--- config.mk ---
export PLATFORM = sky130hd
export DESIGN_NAME = dual_valve_bang_bang_regulator_core
export DESIGN_NICKNAME = d
export VERILOG_FILES = /design/src/sv/dvbb_pkg.sv /design/src/sv/dual_valve_bang_bang_regulator_core.sv
export SDC_FILE = /design/constraint.sdc
export NUM_CORES = 1
export LEC_CHECK = 0
export ABC_CLOCK_PERIOD_IN_PS = 8100
export BUFFER_PORTS_ARGS = -buffer_cell sky130_fd_sc_hd__buf_2
export CAP_MARGIN = 5
export CORE_ASPECT_RATIO = 0.75
export CORE_MARGIN = 2
export CORE_UTILIZATION = 40
export DETAILED_ROUTE_END_ITERATION = 7
export SYNTH_ARGS = -nofsm -noshare
export SYNTH_HDL_FRONTEND = slang
export SYNTH_SLANG_ARGS = --single-unit
--- constraint.sdc ---
create_clock -name clock -period 8.1 [get_ports clock]
set_input_delay 1.62 -clock clock [delete_from_list [all_inputs] [get_ports clock]]
set_output_delay 1.62 -clock clock [all_outputs]
set_load 0.02 [all_outputs]
--- src/sv/dvbb_pkg.sv ---
`timescale 1ns / 1ps

package dvbb_pkg;

   localparam int unsigned FUEL_HOLD_TICKS_DEF     = 10;
   localparam int unsigned OXIDIZER_HOLD_TICKS_DEF = 10;
   localparam int unsigned REDLINE_LIMIT_TICKS_DEF = 100;
   localparam int unsigned PRESSURE_BITS_DEF       = 16;

   localparam int unsigned HOLD_BITS    = 8;
   localparam int unsigned REDLINE_BITS = 16;
   localparam int unsigned MODE_BITS    = 2;
   localparam int unsigned CHANNELS     = 2;
   localparam int unsigned RSP_BITS     = 8;

   typedef enum logic [MODE_BITS-1:0] {
      MODE_ISOLATE  = 2'd0,
      MODE_OPEN     = 2'd1,
      MODE_REGULATE = 2'd2
   } mode_type;

   localparam logic [MODE_BITS-1:0] MODE_CODE_INVALID = 2'd3;

   typedef enum logic [2:0] {
      REG_FUEL_UPPER     = 3'd0,
      REG_FUEL_LOWER     = 3'd1,
      REG_OXIDIZER_UPPER = 3'd2,
      REG_OXIDIZER_LOWER = 3'd3,
      REG_FUEL_REDLINE   = 3'd4,
      REG_OXIDIZER_REDLINE = 3'd5
   } reg_idx_type;

endpackage

--- src/sv/dual_valve_bang_bang_regulator_core.sv ---
`timescale 1ns / 1ps

// channel | direction | handshake               | payload
// req     | in        | req_tvalid / req_tready | pressures and mode commands
// rsp     | out       | rsp_tvalid / rsp_tready | valve drives, modes, hit flags
// csr     | in        | apb write, always ready | setpoints and redlines
//
// one item per clock sustained while rsp_tready stays high; an item leaves through
// the input register, then the result register (all tick logic sits between them)
// reset returns both channels to isolate with valves closed and counters cleared
// a stalled result holds in the result register; the input register keeps
// taking items until both stages are full

module dual_valve_bang_bang_regulator_core #(
   parameter int unsigned FUEL_HOLD_TICKS     = dvbb_pkg::FUEL_HOLD_TICKS_DEF,
   parameter int unsigned OXIDIZER_HOLD_TICKS = dvbb_pkg::OXIDIZER_HOLD_TICKS_DEF,
   parameter int unsigned REDLINE_LIMIT_TICKS = dvbb_pkg::REDLINE_LIMIT_TICKS_DEF,
   parameter int unsigned PRESSURE_BITS       = dvbb_pkg::PRESSURE_BITS_DEF
) (
   input  logic clock,
   input  logic reset,
   input  logic req_tvalid,
   output logic req_tready,
   // fuel_pressure, oxidizer_pressure, fuel_mode_write, fuel_mode_new,
   // oxidizer_mode_write, oxidizer_mode_new, zero fill
   input  logic [((2*PRESSURE_BITS+6+7)/8)*8-1:0] req_tdata,
   output logic rsp_tvalid,
   input  logic rsp_tready,
   // fuel_valve_open, oxidizer_valve_open, fuel_mode_now, oxidizer_mode_now,
   // fuel_redline_hit, oxidizer_redline_hit
   output logic [dvbb_pkg::RSP_BITS-1:0] rsp_tdata,
   input  logic psel,
   input  logic penable,
   input  logic pwrite,
   input  logic [$clog2(6*(((PRESSURE_BITS+1) > 32) ? 8 : 4))-1:0] paddr,
   input  logic [(((PRESSURE_BITS+1) > 32) ? 64 : 32)-1:0] pwdata,
   output logic [(((PRESSURE_BITS+1) > 32) ? 64 : 32)-1:0] prdata,
   output logic pready
);

   import dvbb_pkg::*;

   localparam int unsigned CsrDataBits = ((PRESSURE_BITS + 1) > 32) ? 64 : 32;
   localparam int unsigned StrideBits  = (CsrDataBits == 64) ? 3 : 2;
   localparam int unsigned AddrBits    = $clog2(6 * (CsrDataBits / 8));
   localparam int unsigned P           = PRESSURE_BITS;
   localparam logic [HOLD_BITS-1:0] HoldMax = '1;
   localparam logic [REDLINE_BITS-1:0] CountMax = '1;
   localparam logic [REDLINE_BITS-1:0] LimitTicks = REDLINE_BITS'(REDLINE_LIMIT_TICKS);
   localparam logic [HOLD_BITS-1:0] HoldMin [CHANNELS] = '{
      HOLD_BITS'(FUEL_HOLD_TICKS), HOLD_BITS'(OXIDIZER_HOLD_TICKS)
   };

   // configuration
   logic [P:0]   upper_ff [CHANNELS];
   logic [P-1:0] lower_ff [CHANNELS];
   logic [P:0]   redline_ff [CHANNELS];
   logic         csr_write;
   reg_idx_type  csr_idx;

   assign pready    = 1'b1;
   assign csr_write = psel && penable && pwrite && pready;
   assign csr_idx   = reg_idx_type'(paddr[AddrBits-1:StrideBits]);

   always_ff @(posedge clock) begin
      if (reset) begin
         for (int c = 0; c < CHANNELS; c++) begin
            upper_ff[c]   <= {1'b1, {P{1'b0}}};
            lower_ff[c]   <= '0;
            redline_ff[c] <= {1'b1, {P{1'b0}}};
         end
      end else if (csr_write) begin
         unique case (csr_idx)
            REG_FUEL_UPPER:       upper_ff[0]   <= pwdata[P:0];
            REG_FUEL_LOWER:       lower_ff[0]   <= pwdata[P-1:0];
            REG_OXIDIZER_UPPER:   upper_ff[1]   <= pwdata[P:0];
            REG_OXIDIZER_LOWER:   lower_ff[1]   <= pwdata[P-1:0];
            REG_FUEL_REDLINE:     redline_ff[0] <= pwdata[P:0];
            REG_OXIDIZER_REDLINE: redline_ff[1] <= pwdata[P:0];
            default: ;
         endcase
      end
   end

   always_comb begin
      unique case (csr_idx)
         REG_FUEL_UPPER:       prdata = CsrDataBits'(upper_ff[0]);
         REG_FUEL_LOWER:       prdata = CsrDataBits'(lower_ff[0]);
         REG_OXIDIZER_UPPER:   prdata = CsrDataBits'(upper_ff[1]);
         REG_OXIDIZER_LOWER:   prdata = CsrDataBits'(lower_ff[1]);
         REG_FUEL_REDLINE:     prdata = CsrDataBits'(redline_ff[0]);
         REG_OXIDIZER_REDLINE: prdata = CsrDataBits'(redline_ff[1]);
         default:              prdata = '0;
      endcase
   end

   // input register
   logic                 in_valid_ff;
   logic [P-1:0]         in_pressure_ff [CHANNELS];
   logic                 in_write_ff [CHANNELS];
   logic [MODE_BITS-1:0] in_mode_ff [CHANNELS];
   logic                 out_free;
   logic                 advance;

   assign out_free   = !rsp_tvalid || rsp_tready;
   assign advance    = in_valid_ff && out_free;
   assign req_tready = !in_valid_ff || out_free;

   always_ff @(posedge clock) begin
      if (reset) begin
         in_valid_ff <= 1'b0;
      end else if (req_tready) begin
         in_valid_ff <= req_tvalid;
      end
   end

   always_ff @(posedge clock) begin
      if (req_tready && req_tvalid) begin
         in_pressure_ff[0] <= req_tdata[P-1:0];
         in_pressure_ff[1] <= req_tdata[2*P-1:P];
         in_write_ff[0]    <= req_tdata[2*P];
         in_mode_ff[0]     <= req_tdata[2*P+2:2*P+1];
         in_write_ff[1]    <= req_tdata[2*P+3];
         in_mode_ff[1]     <= req_tdata[2*P+5:2*P+4];
      end
   end

   // tick state
   mode_type                mode_ff [CHANNELS];
   logic                    intended_ff [CHANNELS];
   logic                    valve_ff [CHANNELS];
   logic [HOLD_BITS-1:0]    hold_ff [CHANNELS];
   logic                    hit_ff [CHANNELS];
   logic [REDLINE_BITS-1:0] over_count_ff;

   mode_type                mode_in [CHANNELS];
   logic                    intended_in [CHANNELS];
   logic                    valve_in [CHANNELS];
   logic [HOLD_BITS-1:0]    hold_in [CHANNELS];
   logic                    hit_in [CHANNELS];
   logic [REDLINE_BITS-1:0] over_count_in;
   logic                    over [CHANNELS];
   logic                    moved [CHANNELS];
   logic                    any_over;
   logic                    abort;

   always_comb begin
      for (int c = 0; c < CHANNELS; c++) begin
         if (in_write_ff[c] && in_mode_ff[c] != MODE_CODE_INVALID) begin
            mode_in[c] = mode_type'(in_mode_ff[c]);
         end else begin
            mode_in[c] = mode_ff[c];
         end
         unique case (mode_in[c])
            MODE_ISOLATE: intended_in[c] = 1'b0;
            MODE_OPEN:    intended_in[c] = 1'b1;
            MODE_REGULATE: begin
               priority if ({1'b0, in_pressure_ff[c]} >= upper_ff[c]) begin
                  intended_in[c] = 1'b0;
               end else if (in_pressure_ff[c] <= lower_ff[c]) begin
                  intended_in[c] = 1'b1;
               end else begin
                  intended_in[c] = intended_ff[c];
               end
            end
            default: intended_in[c] = 1'b0;
         endcase
         moved[c] = (hold_ff[c] >= HoldMin[c]) && (valve_ff[c] != intended_in[c]);
         valve_in[c] = moved[c] ? intended_in[c] : valve_ff[c];
         if (moved[c]) begin
            hold_in[c] = HOLD_BITS'(1);
         end else if (hold_ff[c] != HoldMax) begin
            hold_in[c] = hold_ff[c] + HOLD_BITS'(1);
         end else begin
            hold_in[c] = hold_ff[c];
         end
         over[c]   = {1'b0, in_pressure_ff[c]} >= redline_ff[c];
         hit_in[c] = hit_ff[c];
      end

      any_over = over[0] || over[1];
      if (!any_over) begin
         over_count_in = '0;
      end else if (over_count_ff != CountMax) begin
         over_count_in = over_count_ff + REDLINE_BITS'(1);
      end else begin
         over_count_in = over_count_ff;
      end
      abort = any_over && (over_count_in > LimitTicks);

      if (abort) begin
         for (int c = 0; c < CHANNELS; c++) begin
            valve_in[c] = 1'b0;
            mode_in[c]  = MODE_ISOLATE;
            hit_in[c]   = over[c];
         end
      end
   end

   always_ff @(posedge clock) begin
      if (reset) begin
         for (int c = 0; c < CHANNELS; c++) begin
            mode_ff[c]     <= MODE_ISOLATE;
            intended_ff[c] <= 1'b0;
            valve_ff[c]    <= 1'b0;
            hold_ff[c]     <= '0;
            hit_ff[c]      <= 1'b0;
         end
         over_count_ff <= '0;
      end else if (advance) begin
         for (int c = 0; c < CHANNELS; c++) begin
            mode_ff[c]     <= mode_in[c];
            intended_ff[c] <= intended_in[c];
            valve_ff[c]    <= valve_in[c];
            hold_ff[c]     <= hold_in[c];
            hit_ff[c]      <= hit_in[c];
         end
         over_count_ff <= over_count_in;
      end
   end

   // result register
   logic rsp_valid_ff;
   logic [RSP_BITS-1:0] rsp_data_ff;

   always_ff @(posedge clock) begin
      if (reset) begin
         rsp_valid_ff <= 1'b0;
      end else if (out_free) begin
         rsp_valid_ff <= in_valid_ff;
      end
   end

   always_ff @(posedge clock) begin
      if (advance) begin
         rsp_data_ff <= {hit_in[1], hit_in[0], mode_in[1], mode_in[0],
                         valve_in[1], valve_in[0]};
      end
   end

   assign rsp_tvalid = rsp_valid_ff;
   assign rsp_tdata  = rsp_data_ff;

endmodule

== After elaboration in Yosys (flattened, before gate mapping) ==
Memory sizes are Yosys's and may differ from the RTL's.
Index checks and enable logic that the tools add are counted.

* $add $sub $neg: 3
* Magnitude comparators: 9
* Equal/unequal tests: 16
* Mux-type cells: 67
* Bitwise logic cells: 16
* Reductions and logical operators: 15

{| class="wikitable"
|+ Operators with widths
! kind !! count
|-
| case mux 17 bit (6 select lines) || 1
|-
| >= comparator 16 x 17 -> 1 bit || 4
|-
| 2-to-1 mux 17 bit || 4
|-
| 2-to-1 mux 16 bit || 4
|-
| 2-to-1 mux 8 bit || 6
|-
| 2-to-1 mux 1 bit || 43
|-
| less-or-equal comparator 16 bit || 2
|-
| adder 16 x 1 -> 16 bit (second input constant) || 1
|-
| adder 8 x 1 -> 8 bit (second input constant) || 2
|-
| >= comparator 8 x 4 -> 1 bit (second input constant) || 2
|-
| > comparator 16 x 7 -> 1 bit (second input constant) || 1
|-
| inequality test 16 bit (second input constant) || 1
|-
| inequality test 8 bit (second input constant) || 2
|-
| OR 1 bit || 16
|-
| 2-to-1 mux 2 bit || 6
|-
| logical AND 1 bit || 9
|-
| == test 3 x 2 -> 1 bit (second input constant) || 2
|-
| == test 3 bit (second input constant) || 2
|-
| == test 2 x 1 -> 1 bit (second input constant) || 2
|-
| == test 2 bit (second input constant) || 2
|-
| 2-to-1 mux 4 bit || 1
|-
| inequality test 2 bit (second input constant) || 2
|-
| case mux 1 bit (2 select lines) || 2
|-
| == test 3 x 1 -> 1 bit (second input constant) || 1
|-
| 4 further kinds || 8
|}

* Register bits: 26
* RAM bits: 164
* Input port bits: 84
* Output and inout bits: 43
* Word-level logic and storage cells: 141
* Memories: 11

{| class="wikitable"
|+ Memories
! name !! words !! bits a word !! rd ports !! clocked after Yosys merged registers in !! write ports !! RTL line !! RTL
|-
| redline_ff || 2 || 17 || 2 || 0 || 2 || dual_valve_bang_bang_regulator_core.sv:57 || <nowiki>logic [P:0] redline_ff [CHANNELS];</nowiki>
|-
| upper_ff || 2 || 17 || 2 || 0 || 2 || dual_valve_bang_bang_regulator_core.sv:55 || <nowiki>logic [P:0] upper_ff [CHANNELS];</nowiki>
|-
| in_pressure_ff || 2 || 16 || 2 || 0 || 2 || dual_valve_bang_bang_regulator_core.sv:99 || <nowiki>logic [P-1:0] in_pressure_ff [CHANNELS];</nowiki>
|-
| lower_ff || 2 || 16 || 2 || 0 || 2 || dual_valve_bang_bang_regulator_core.sv:56 || <nowiki>logic [P-1:0] lower_ff [CHANNELS];</nowiki>
|-
| hold_ff || 2 || 8 || 2 || 0 || 2 || dual_valve_bang_bang_regulator_core.sv:132 || <nowiki>logic [HOLD_BITS-1:0] hold_ff [CHANNELS];</nowiki>
|-
| in_mode_ff || 2 || 2 || 2 || 0 || 2 || dual_valve_bang_bang_regulator_core.sv:101 || <nowiki>logic [MODE_BITS-1:0] in_mode_ff [CHANNELS];</nowiki>
|-
| +5 memories || -- || -- || -- || -- || -- || -- ||
|}

== Longest topological paths before layout ==
Gate-level depths: netlist of the first run.
An unclocked memory read counts as a cell.

* Depth after elaboration: 11
* Mapped depth: 11
* Depth with buffers taken out: 11

== Least setup slack after synthesis of the first run ==
OpenSTA, ideal clock, no wires.

* Path type: input to output
* Start point: input port paddr[2] in the netlist's numbering
* End point: output port prdata[13] in the netlist's numbering
* Data arrival time: 2,931 ps
* Data required time: 6,480 ps
* Slack: 3,549 ps
* Cell stages on the path: 5
* Path buffers: 2
* Cell sequence: clkbuf_1 -> nor3_1 -> clkbuf_1 -> a22oi_1 -> nand3_1

* Cells in the longest elaborated chain, start to end: 2
* Elaborated cells on any way between the ends: 7
* Those cells by class: eq/ne: 5; mux: 1; reduce/logical: 1

{| class="wikitable"
|+ RTL lines
! element !! RTL line !! RTL
|-
| start, declared || dual_valve_bang_bang_regulator_core.sv:35 || <nowiki>input logic [$clog2(6*(((PRESSURE_BITS+1) > 32) ? 8 : 4))-1:0] paddr,</nowiki>
|-
| == test 3 bit, or another cell as far along || dual_valve_bang_bang_regulator_core.sv:86 || <nowiki>unique case (csr_idx)</nowiki>
|-
| case mux 17 bit (6 select lines) (*) || dual_valve_bang_bang_regulator_core.sv:86 ||
|-
| end, declared || dual_valve_bang_bang_regulator_core.sv:37 || <nowiki>output logic [(((PRESSURE_BITS+1) > 32) ? 64 : 32)-1:0] prdata,</nowiki>
|}

Every way passes the cells marked *; elsewhere a longest branch is shown, timed or not.

== Worst setup path after layout of the first run ==
* Start point: input port paddr[3] in the netlist's numbering
* End point: output port prdata[15] in the netlist's numbering

Same word-level chain as after synthesis.

==> key figures, run 1 <==
Timing
  – Max-slew violations: 0
  – FMAX: between 150 and 200 MHz
  – Slew Limit Headroom: around 15%
  – Clk_skew: between 15 and 20 ps
  – Setup TNS: 0 ps
  – RSZ-0062 raised after global routing: false
  – Fin crit period: roughly 5100 ps
  – Fin. Hold Viols: 0
  – Count of final setup violators: 0
  – Slew @ Worst Pin: ~1300 ps
  – Final worst-path cycle share: a little over three fifths
  – Final setup margin: roughly 3000 ps

Critical path
  – Critical path fanouts, max: 18
  – Critical path class: in -> out
  – CP arrival: ~3500 ps
  – Worst Setup SP: paddr[3]
  – Startpoint types: input pin
  – Worst setup EP type: output port
  – Worst path required time: 6480 ps
  – R2r endpoint: hold_ff[0][4]
  – Setup crit end: prdata[15]
  – Worst r2r path cells: 10
  – R2r startpoint: in_write_ff[0][0]
  – R2R Setup Slk: approximately 4200 ps

Synthesis
  – Yosys top cell by area: edfxtp_1
  – Post-Synthesis Cells: slightly below 1,000
  – Synth Warn #: 0
  – Mapped cell area: 10,800 µm²
  – Syn_area_per_cell: about 11 µm²
  – Synth cell types: 66
  – Asr flop ratio synth: 0%
  – Area contributors post-synth: edfxtp_1, ha_1, inv_1, dfxtp_1, a22oi_1
  – Number of flops mapped to enable cells by yosys: approximately 170
  – Sequential share of the synthesized area: approximately half
  – Main synth FF type: edfxtp_1
  – Post-synth top area share: about 48%
  – #FFs+latches synth: between 150 and 200

Routing
  – Wire per inst: around 21 µm
  – Final wirelength: between 30,000 and 40,000 µm
  – DR iter-0 viols: 886
  – Total number of vias: approximately 8,000
  – # DRC: 0
  – Pre-antenna DRT Iters: 5
  – DR vias/cell: between 5 and 6
  – Routed Antenna Nets: 0

Cells and area
  – Share of cells above drive strength 1: 13.9%
  – Area grow syn2layout: 13.2%
  – Commonest cells after routing, fill and taps aside: edfxtp_1, inv_1, ha_1, buf_2
  – Fillers: roughly 2,500
  – # diodes: 0
  – Commonest non-fill, non-tap cell in the layout: edfxtp_1
  – Fin nets: around 1,300
  – Finished Layout Cells: between 1,000 and 1,500
  – Final Instance Area: 12,200 µm²

Clock tree
  – Clock Sinks: 190
  – # resized after CTS: 0
  – Hold_buf cts: 0
  – H-Tree Level Count: 4
  – CTS Buf Count: 17
  – Maximum buffer depth of the clock tree: 2
  – CTS tree: built
  – Clock latency on the worst-skew pair: 450 ps
  – Clk root buf: clkbuf_16
  – # Post-CTS Setup Buffers: 0
  – Clk slew on worst S/H paths: about 80 ps

Die
  – I/O pin count: roughly 130
  – Die Wd: 194 µm
  – Placement Rows: 52
  – Core ar.: 26,800 µm²
  – Starting Density: approximately two fifths
  – Die area: 28,400 µm²
  – Die height: ~150 µm

Power and ir drop
  – Leak: 5.08 nW
  – Total Power: approximately 0.0024 W
  – Peak VDD IR: roughly 0.00015 V
  – P per Cell Area: ~200 nW/µm²

Placement
  – Cell Area, Placed: ~12,000 µm²
  – RePlAce Congestion: 0.875
  – Place WS: between 3000 and 4000 ps
  – Input/output buffers: a little over 90
  – Cell total after placement: 1,399
  – DP HPWL: roughly 22,000 µm

Flow run
  – Max cap viols: 0

Outcome
  – Status: finished clean

Global route
  – Initial antenna violation count: 0
  – Busiest layer in global routing: met1
  – GR met2 Demand/Resource: a little under a third
  – Largest net degree at the start of global routing: 39
  – Met1 usage: approximately a third
  – Vias in the first global route: 7,589
  – Met3 global-route usage: under 10%
  – GRT overflow: 0
  – First-pass GRT wire length: ~46,000 µm
  – GRT Total Usage: between 20% and 30%

Min path
  – Hold Crit Class: reg -> reg
## Yosys cell counts (3+ instances only)
cell type,count
nor2_1,38
o31ai_1,5
buf_6,4
a31oi_1,8
nor2b_1,9
o21ai_0,29
dfxtp_1,18
o311ai_0,5
a22oi_1,48
a41o_1,6
nor3_2,5
xor2_1,11
o21a_1,7
a211oi_1,13
o22ai_1,6
o211ai_1,10
nand3_1,45
a21o_1,15
buf_4,16
and2_1,50
o221ai_1,3
nand4b_1,4
ha_1,105
and4_1,7
a21oi_1,49
nand2b_1,11
nand2_1,40
nand4_1,14
and3_1,11
buf_2,5
nor4_1,14
inv_1,112
clkbuf_1,21
nor3_1,21
edfxtp_1,172
buf_1,3
## how the worst min path moves through the flow
stage	startpoint	end	cells after the start
final	over_count_ff[11]	over_count_ff[11]	2
after floorplan	over_count_ff[11]	over_count_ff[11]	2
after global placement	over_count_ff[11]	over_count_ff[11]	2
after global routing	over_count_ff[11]	over_count_ff[11]	2
after detailed placement	over_count_ff[11]	over_count_ff[11]	2
after CTS	over_count_ff[11]	over_count_ff[11]	2
## stage by stage
step / hold WS (ps) / util, %
finish: 511 / 45.7
global route: 541 / 45.7
CTS: 506 / 45.7
detailed placement: 493 / 43.3
global placement: 480 / 43.3
floorplan: 463 / -
## flip-flops by register name, summed over array words and instances (netlist names)
| register | count |
|---|---|
| in_write_ff | 2 |
| lower_ff | 32 |
| valve_ff | 2 |
| rsp_tdata | 8 |
| hold_ff | 16 |
| rsp_tvalid | 1 |
| intended_ff | 2 |
| mode_ff | 4 |
| in_valid_ff | 1 |
| hit_ff | 2 |
| upper_ff | 34 |
| over_count_ff | 16 |
| redline_ff | 34 |
| in_mode_ff | 4 |
| in_pressure_ff | 32 |
## report_power, final
part | internal [W] | total [W] | leakage, nW | switching [W]
clock | 0.000479 | 0.000910 | 0.311 | 0.000431
sequential | 0.00113 | 0.00117 | 1.83 | 0.0000466
combinational | 0.000108 | 0.000310 | 2.94 | 0.000202
total | 0.00171 | 0.00239 | 5.08 | 0.000679
## layer usage
| metal | share of wire [%] | vias to the layer above |
|---|---|---|
| met3 | 7.8 | 31 |
| met5 | 0 | - |
| met1 | 50 | 3848 |
| met2 | 41 | 325 |
| li1 | - | 3833 |
| met4 | 1.7 | 0 |
## critical path, stage by stage
cell and delay [ps]:
buf_2 130, inv_1 160, nand2_1 110, nor2_2 810, a22oi_1 230, nand3_1 210, buf_2 190
## area by class of cell
type                            count  area [µm²]  area share (%)
Tap cell                          351         439            3.59
Sequential cell                   190        5530            45.1
Clock inverter                     15         225            1.84
Inverter                          112         420            3.43
Multi-Input combinational cell    647        4690            38.3
Timing Repair Buffer               99         515            4.21
Clock buffer                       17         425            3.47
## kinds of logic (layout without fill, tap and decap cells)
kind of cell / after synthesis / after routing / share of synthesized area (%)
flip-flops: 190 / 190 / 51.1
multiplexers: 1 / 1 / 0.0925
adder cells (fa/ha/maj): 105 / 105 / 12.1
AO/OA/AOI/OAI: 230 / 230 / 14.8
XOR/XNOR: 13 / 13 / 1.05
AND/OR/NAND/NOR: 282 / 282 / 14.4
other: 2 / 16 / 0.0694
buffers and inverters: 161 / 243 / 6.47
Note: power is estimated with default switching activity, not from simulation.
==> run 2, diff against run 1 <==
Settings changed: ABC_CLOCK_PERIOD_IN_PS 8100 to 4800.
Clock period 8.1 ns to 4.8 ns, I/O delays scaled along.
==> key figures, run 2 (synthesis gave the netlist of run 1 again) <==
Die
  – I/O pin count: 127 (unchanged)
  – Die area: 28,400 µm² (unchanged)
  – Die Wd: 194 µm (unchanged)
  – Placement Rows: 52 (unchanged)
  – Core ar.: 26,800 µm² (unchanged)
  – Starting Density: 40.4% (unchanged)
  – Die height: 146 µm (unchanged)

Timing
  – Final worst-path cycle share: between 70% and 80%
  – RSZ-0062 raised after global routing: false
  – Slew @ Worst Pin: 1240 ps (-17.3 ps)
  – Fin. Hold Viols: 0 (unchanged)
  – Slew Limit Headroom: 16.4% (+1.2 points)
  – Max-slew violations: 0 (unchanged)
  – Clk_skew: 15.2 ps (-3.89 ps)
  – FMAX: between 200 and 300 MHz
  – Fin crit period: 3800 ps
  – Setup TNS: 0 ps (unchanged)
  – Count of final setup violators: 0 (unchanged)

Power and ir drop
  – Sequential power share: 50.3% (+1.3 points)
  – Int Power: 0.00286 W (+67%)
  – Switching power: 0.00107 W (+58%)
  – P per Cell Area: 322 nW/µm² (+65%)
  – Comb pwr share: 13.4% (+0.5 points)
  – Clock network fraction of design power: 36.3% (-1.7 points)
  – Leak: 5.10 nW (+0.47%)
  – Net Sw Frac: 27.3% (-1.1 points)
  – Peak VDD IR: 0.000241 V (+64%)

Clock tree
  – Hold_buf cts: 0 (unchanged)
  – H-Tree Level Count: 4 (unchanged)
  – Clk slew on worst S/H paths: 80 ps (about the same)
  – Clk root buf: clkbuf_16
  – Clock Sinks: 190 (unchanged)
  – Maximum buffer depth of the clock tree: 2 (unchanged)
  – # resized after CTS: 0 (unchanged)
  – Clock latency on the worst-skew pair: 450 ps (about the same)
  – # Post-CTS Setup Buffers: 0 (unchanged)
  – CTS tree: built
  – CTS Buf Count: 17 (unchanged)

Cells and area
  – Commonest cells after routing, fill and taps aside: edfxtp_1, inv_1, ha_1, buf_2
  – Top Registers: redline_ff x34, upper_ff x34
  – Share of cells above drive strength 1: 14.2% (+0.27 points)
  – Area grow syn2layout: 13.0%
  – Finished Layout Cells: 1,440 (+0.63%)
  – Commonest non-fill, non-tap cell in the layout: edfxtp_1
  – Fillers: 2,512 (+0.80%)
  – Final Instance Area: 12,200 µm² (-0.13%)
  – Fin nets: 1,264 (+0.64%)

Routing
  – Pre-antenna DRT Iters: 7 (+2)
  – Wire per inst: 21.2 µm (about the same)
  – Total number of vias: 8,168 (+1.6%)
  – DR iter-0 viols: 1,024 (+16%)
  – Final wirelength: 30,600 µm (+0.53%)
  – # DRC: 0 (unchanged)
  – DR vias/cell: 5.67 (+0.99%)
  – Routed Antenna Nets: 0 (unchanged)

Critical path
  – CP arrival: 3860 ps (+380 ps)
  – Critical path class: reg -> reg
  – Worst setup EP type: flop
  – Critical path fanouts, max: 8 (-10)
  – R2R Setup Slk: 1000 ps (-3230 ps)
  – Worst path required time: 4860 ps (-1620 ps)
  – Startpoint types: flop

Global route
  – GRT Total Usage: 21.8% (+0.41 points)
  – Largest net degree at the start of global routing: 30 (-23%)
  – Initial antenna violation count: 1 (+1)
  – First-pass GRT wire length: 46,600 µm (+2.0%)
  – Vias in the first global route: 7,774 (+2.4%)
  – GRT overflow: 0 (unchanged)

Placement
  – Cell Area, Placed: 11,600 µm² (+0.34%)
  – RePlAce Congestion: 0.853 (-2.5%)
  – DP HPWL: 22,000 µm (+1.2%)
  – Input/output buffers: 91 (unchanged)
  – Cell total after placement: 1,407 (+0.57%)

Flow run
  – Max cap viols: 0 (unchanged)

Outcome
  – Status: finished clean

Min path
  – Hold Crit Class: reg -> reg
==> run 2: cell types whose count changed in the layout (fill, tap and decap cells not counted), sizes merged <==
cell and delta:
clkinvlp -1, clkinv -2, buf +8, clkbuf +6
bufinv -2, diode +1, inv -1
==> run 2: final timing paths <==
check / start / end / cells after the start
setup / recovery: in_pressure_ff[0][9] / hold_ff[0][2] / 7
hold / removal: over_count_ff[11] / over_count_ff[11] / 2
setup reg to reg: in_pressure_ff[0][9] / hold_ff[0][2] / 7
hold reg to reg: over_count_ff[11] / over_count_ff[11] / 2
==> run 2: layer usage <==
metal / routed length, µm / track usage (%) / vias up
met5: 0 / 0 / -
met4: 426 / 5.38 / 0
met3: 2550 / 4.62 / 26
met2: 12600 / 30.9 / 343
met1: 15000 / 33.7 / 3945
li1: - / - / 3854
==> run 2: layout make-up <==
type                       instances  area, µm²  share of cell area, %
multi-input combinational        647       4670                   38.2
sequential                       190       5530                   45.2
antenna                            1       2.50                 0.0205
inverter                         112        420                   3.44
tap                              351        439                   3.59
timing repair buffer             107        576                   4.71
clock inverter                     9       71.3                  0.583
clock buffer                      23        520                   4.26
==> run 2: power groups by stage <==
stage,registers (W),clock network [W],logic (W)
4_1_cts,0.00198,0.00145,0.000522
3_5_place_dp,0.00201,0,0.000519
6_report,0.00198,0.00143,0.000526
5_1_grt,0.00199,0.00151,0.000585
2_1_floorplan,0.00198,0,0.000337
3_3_place_gp,0.00201,0,0.000509
==> run 2: critical path, cell delays in order (launching register included) <==
cell      delay, ps
edfxtp_1        520
ha_1            380
a21o_1          170
a21o_1          170
a221oi_1        560
o311ai_0        310
or4_1           590
a31oi_1         720
==> run 2: per-stage QoR <==
stage                     hold slack [ps]  utilization [%]  total power, W  setup WS, ps
after global placement                480             43.4         0.00252          1140
after floorplan                       463                -         0.00232          1500
after global routing                  536             45.6         0.00409           563
after CTS                             508             45.6         0.00395           994
final                                 510             45.6         0.00393           999
after detailed placement              498             43.4         0.00253          1040
==> run 3, diff against run 2 <==
Settings changed: ABC_CLOCK_PERIOD_IN_PS 4800 to 3000.
Clock period 4.8 ns to 3 ns, I/O delays scaled along.
==> key figures, run 3 (synthesis gave the netlist of run 1 again) <==
Timing
  – Max-slew violations: 0 (unchanged)
  – Final setup margin: 77.9 ps (-921 ps)
  – Fin crit period: 2920 ps (-879 ps)
  – Slew Limit Headroom: 52.2% (+36 points)
  – Clk_skew: 20.6 ps (+5.43 ps)
  – Count of final setup violators: 0 (unchanged)
  – Final worst-path cycle share: 97.4% (+18 points)
  – Setup TNS: 0 ps (unchanged)
  – FMAX: 342 MHz (+30%)
  – Slew @ Worst Pin: 711 ps (-534 ps)
  – Fin. Hold Viols: 0 (unchanged)

Placement
  – Place WS: 12.8 ps (-1030 ps)
  – RePlAce Congestion: 0.899 (+5.4%)
  – DP HPWL: 22,900 µm (+3.9%)
  – Cell total after placement: 1,444 (+2.6%)
  – Input/output buffers: 91 (unchanged)

Power and ir drop
  – Peak VDD IR: 0.000468 V (+95%)
  – Int Power: 0.00449 W (+57%)
  – Clock network fraction of design power: 35.6% (-0.7 points)
  – P per Cell Area: 502 nW/µm² (+56%)
  – Switching power: 0.00183 W (+71%)
  – Sequential power share: 50.0% (-0.3 points)
  – Leak: 5.28 nW (+3.6%)
  – Net Sw Frac: 29.0% (+1.7 points)
  – Comb pwr share: 14.4% (+1.0 points)

Cells and area
  – Fillers: 2,496 (-0.64%)
  – Fin nets: 1,301 (+2.9%)
  – Commonest cells after routing, fill and taps aside: edfxtp_1, inv_1, ha_1, buf_2, buf_4
  – Share of cells above drive strength 1: 17.8% (+3.6 points)
  – Finished Layout Cells: 1,477 (+2.6%)
  – Final core occ: 46.9% (+1.3 points)
  – Top Registers: redline_ff x34, upper_ff x34
  – Area grow syn2layout: 16.3%
  – Commonest non-fill, non-tap cell in the layout: edfxtp_1

Clock tree
  – Hold_buf cts: 0 (unchanged)
  – Clock latency on the worst-skew pair: 450 ps (about the same)
  – # Post-CTS Setup Buffers: 0 (unchanged)
  – Clock Sinks: 190 (unchanged)
  – H-Tree Level Count: 4 (unchanged)
  – Clk slew on worst S/H paths: 90 ps (about the same)
  – CTS Buf Count: 17 (unchanged)
  – CTS tree: built
  – Maximum buffer depth of the clock tree: 2 (unchanged)
  – # resized after CTS: 1 (+1)
  – Clk root buf: clkbuf_16

Critical path
  – Critical path fanouts, max: 4 (-4)
  – CP arrival: 3090 ps (-770 ps)
  – R2r endpoint: hold_ff[0][5]
  – Worst setup EP type: flop
  – R2R Setup Slk: 80 ps (-920 ps)
  – Startpoint types: flop
  – Worst r2r path cells: 9 (+2)
  – Critical path class: reg -> reg
  – Worst path required time: 3160 ps (-1700 ps)
  – R2r startpoint: lower_ff[0][7]

Routing
  – Routed Antenna Nets: 0 (unchanged)
  – Pre-antenna DRT Iters: 6 (-1)
  – Total number of vias: 8,249 (+0.99%)
  – DR vias/cell: 5.58 (-1.5%)
  – Wire per inst: 20.9 µm (-1.8%)
  – DR iter-0 viols: 759 (-26%)
  – # DRC: 0 (unchanged)
  – Final wirelength: 30,800 µm (+0.74%)

Die
  – I/O pin count: 127 (unchanged)
  – Core ar.: 26,800 µm² (unchanged)
  – Die area: 28,400 µm² (unchanged)
  – Die Wd: 194 µm (unchanged)
  – Die height: 146 µm (unchanged)
  – Starting Density: 40.4% (unchanged)
  – Placement Rows: 52 (unchanged)

Global route
  – GRT Total Usage: 22.1% (+0.29 points)
  – Largest net degree at the start of global routing: 39 (+30%)
  – Initial antenna violation count: 1 (unchanged)
  – Vias in the first global route: 7,991 (+2.8%)
  – GRT overflow: 0 (unchanged)
  – First-pass GRT wire length: 47,300 µm (+1.5%)

Min path
  – Hold Crit Class: in -> reg
  – Hold Path Depth: 1 (-1)
  – Hold path startpoint: req_tdata[17]
  – Hold Path End: in_pressure_ff[0][17]

Flow run
  – Max cap viols: 0 (unchanged)

Outcome
  – Status: finished clean
==> run 3: cell count changes in the layout (fill, tap and decap cells not counted), sizes merged <==
cell / change
buf: +37
clkbuf: -6
clkinv: +3
clkinvlp: +3
==> run 3: stage by stage <==
| stage | hold WS (ps) | total power [W] | instance area, µm² |
|---|---|---|---|
| after floorplan | 463 | 0.00371 | 10900 |
| after global placement | 478 | 0.00408 | 11900 |
| after detailed placement | 487 | 0.00410 | 11900 |
| after CTS | 303 | 0.00634 | 12500 |
| after global routing | 298 | 0.00659 | 12600 |
| final | 316 | 0.00632 | 12600 |
==> run 3: final cells by class <==
class,instances,area [µm²],share of cell area (%)
Inverter,112,420,3.34
Multi-Input combinational cell,647,4730,37.6
Clock inverter,15,160,1.27
Clock buffer,17,425,3.38
Timing Repair Buffer,144,878,6.98
Sequential cell,190,5530,43.9
Antenna cell,1,2.50,0.0199
Tap cell,351,439,3.49
==> run 3: how the worst max path moves through the flow <==
| stage | from | to | cells past startpoint |
|---|---|---|---|
| 2_1_floorplan | in_write_ff[0][1] | hold_ff[0][10] | 10 |
| 3_3_place_gp | in_write_ff[0][0] | hold_ff[0][2] | 11 |
| 3_5_place_dp | in_write_ff[0][0] | hold_ff[0][5] | 11 |
| 4_1_cts | lower_ff[0][9] | hold_ff[0][3] | 9 |
| 5_1_grt | in_write_ff[0][0] | hold_ff[0][4] | 11 |
| 6_report | lower_ff[0][7] | hold_ff[0][5] | 9 |
==> run 3: power by group through the flow <==
stage / logic, W / registers (W) / clock network [W]
3_5_place_dp: 0.000880 / 0.00322 / 0
3_3_place_gp: 0.000862 / 0.00322 / 0
2_1_floorplan: 0.000541 / 0.00317 / 0
5_1_grt: 0.00101 / 0.00318 / 0.00240
4_1_cts: 0.000887 / 0.00316 / 0.00229
6_report: 0.000910 / 0.00316 / 0.00225
==> run 3: per-layer routing <==
| metal | global-route usage, % | vias up | part of all wire, % |
|---|---|---|---|
| met5 | 0 | - | 0 |
| met4 | 6.33 | 0 | 1.7 |
| met3 | 6.49 | 30 | 9.4 |
| met2 | 30.3 | 360 | 40 |
| met1 | 33.5 | 3949 | 49 |
| li1 | - | 3910 | - |
==> run 3: critical path, stage by stage, from the launching register on <==
cell and delay (ps):
edfxtp_1 460, inv_1 190, ha_1 290, a21oi_1 150, o21ai_0 130, a221oi_2 390
o311ai_4 130, or4_4 540, a31oi_4 190, buf_4 160
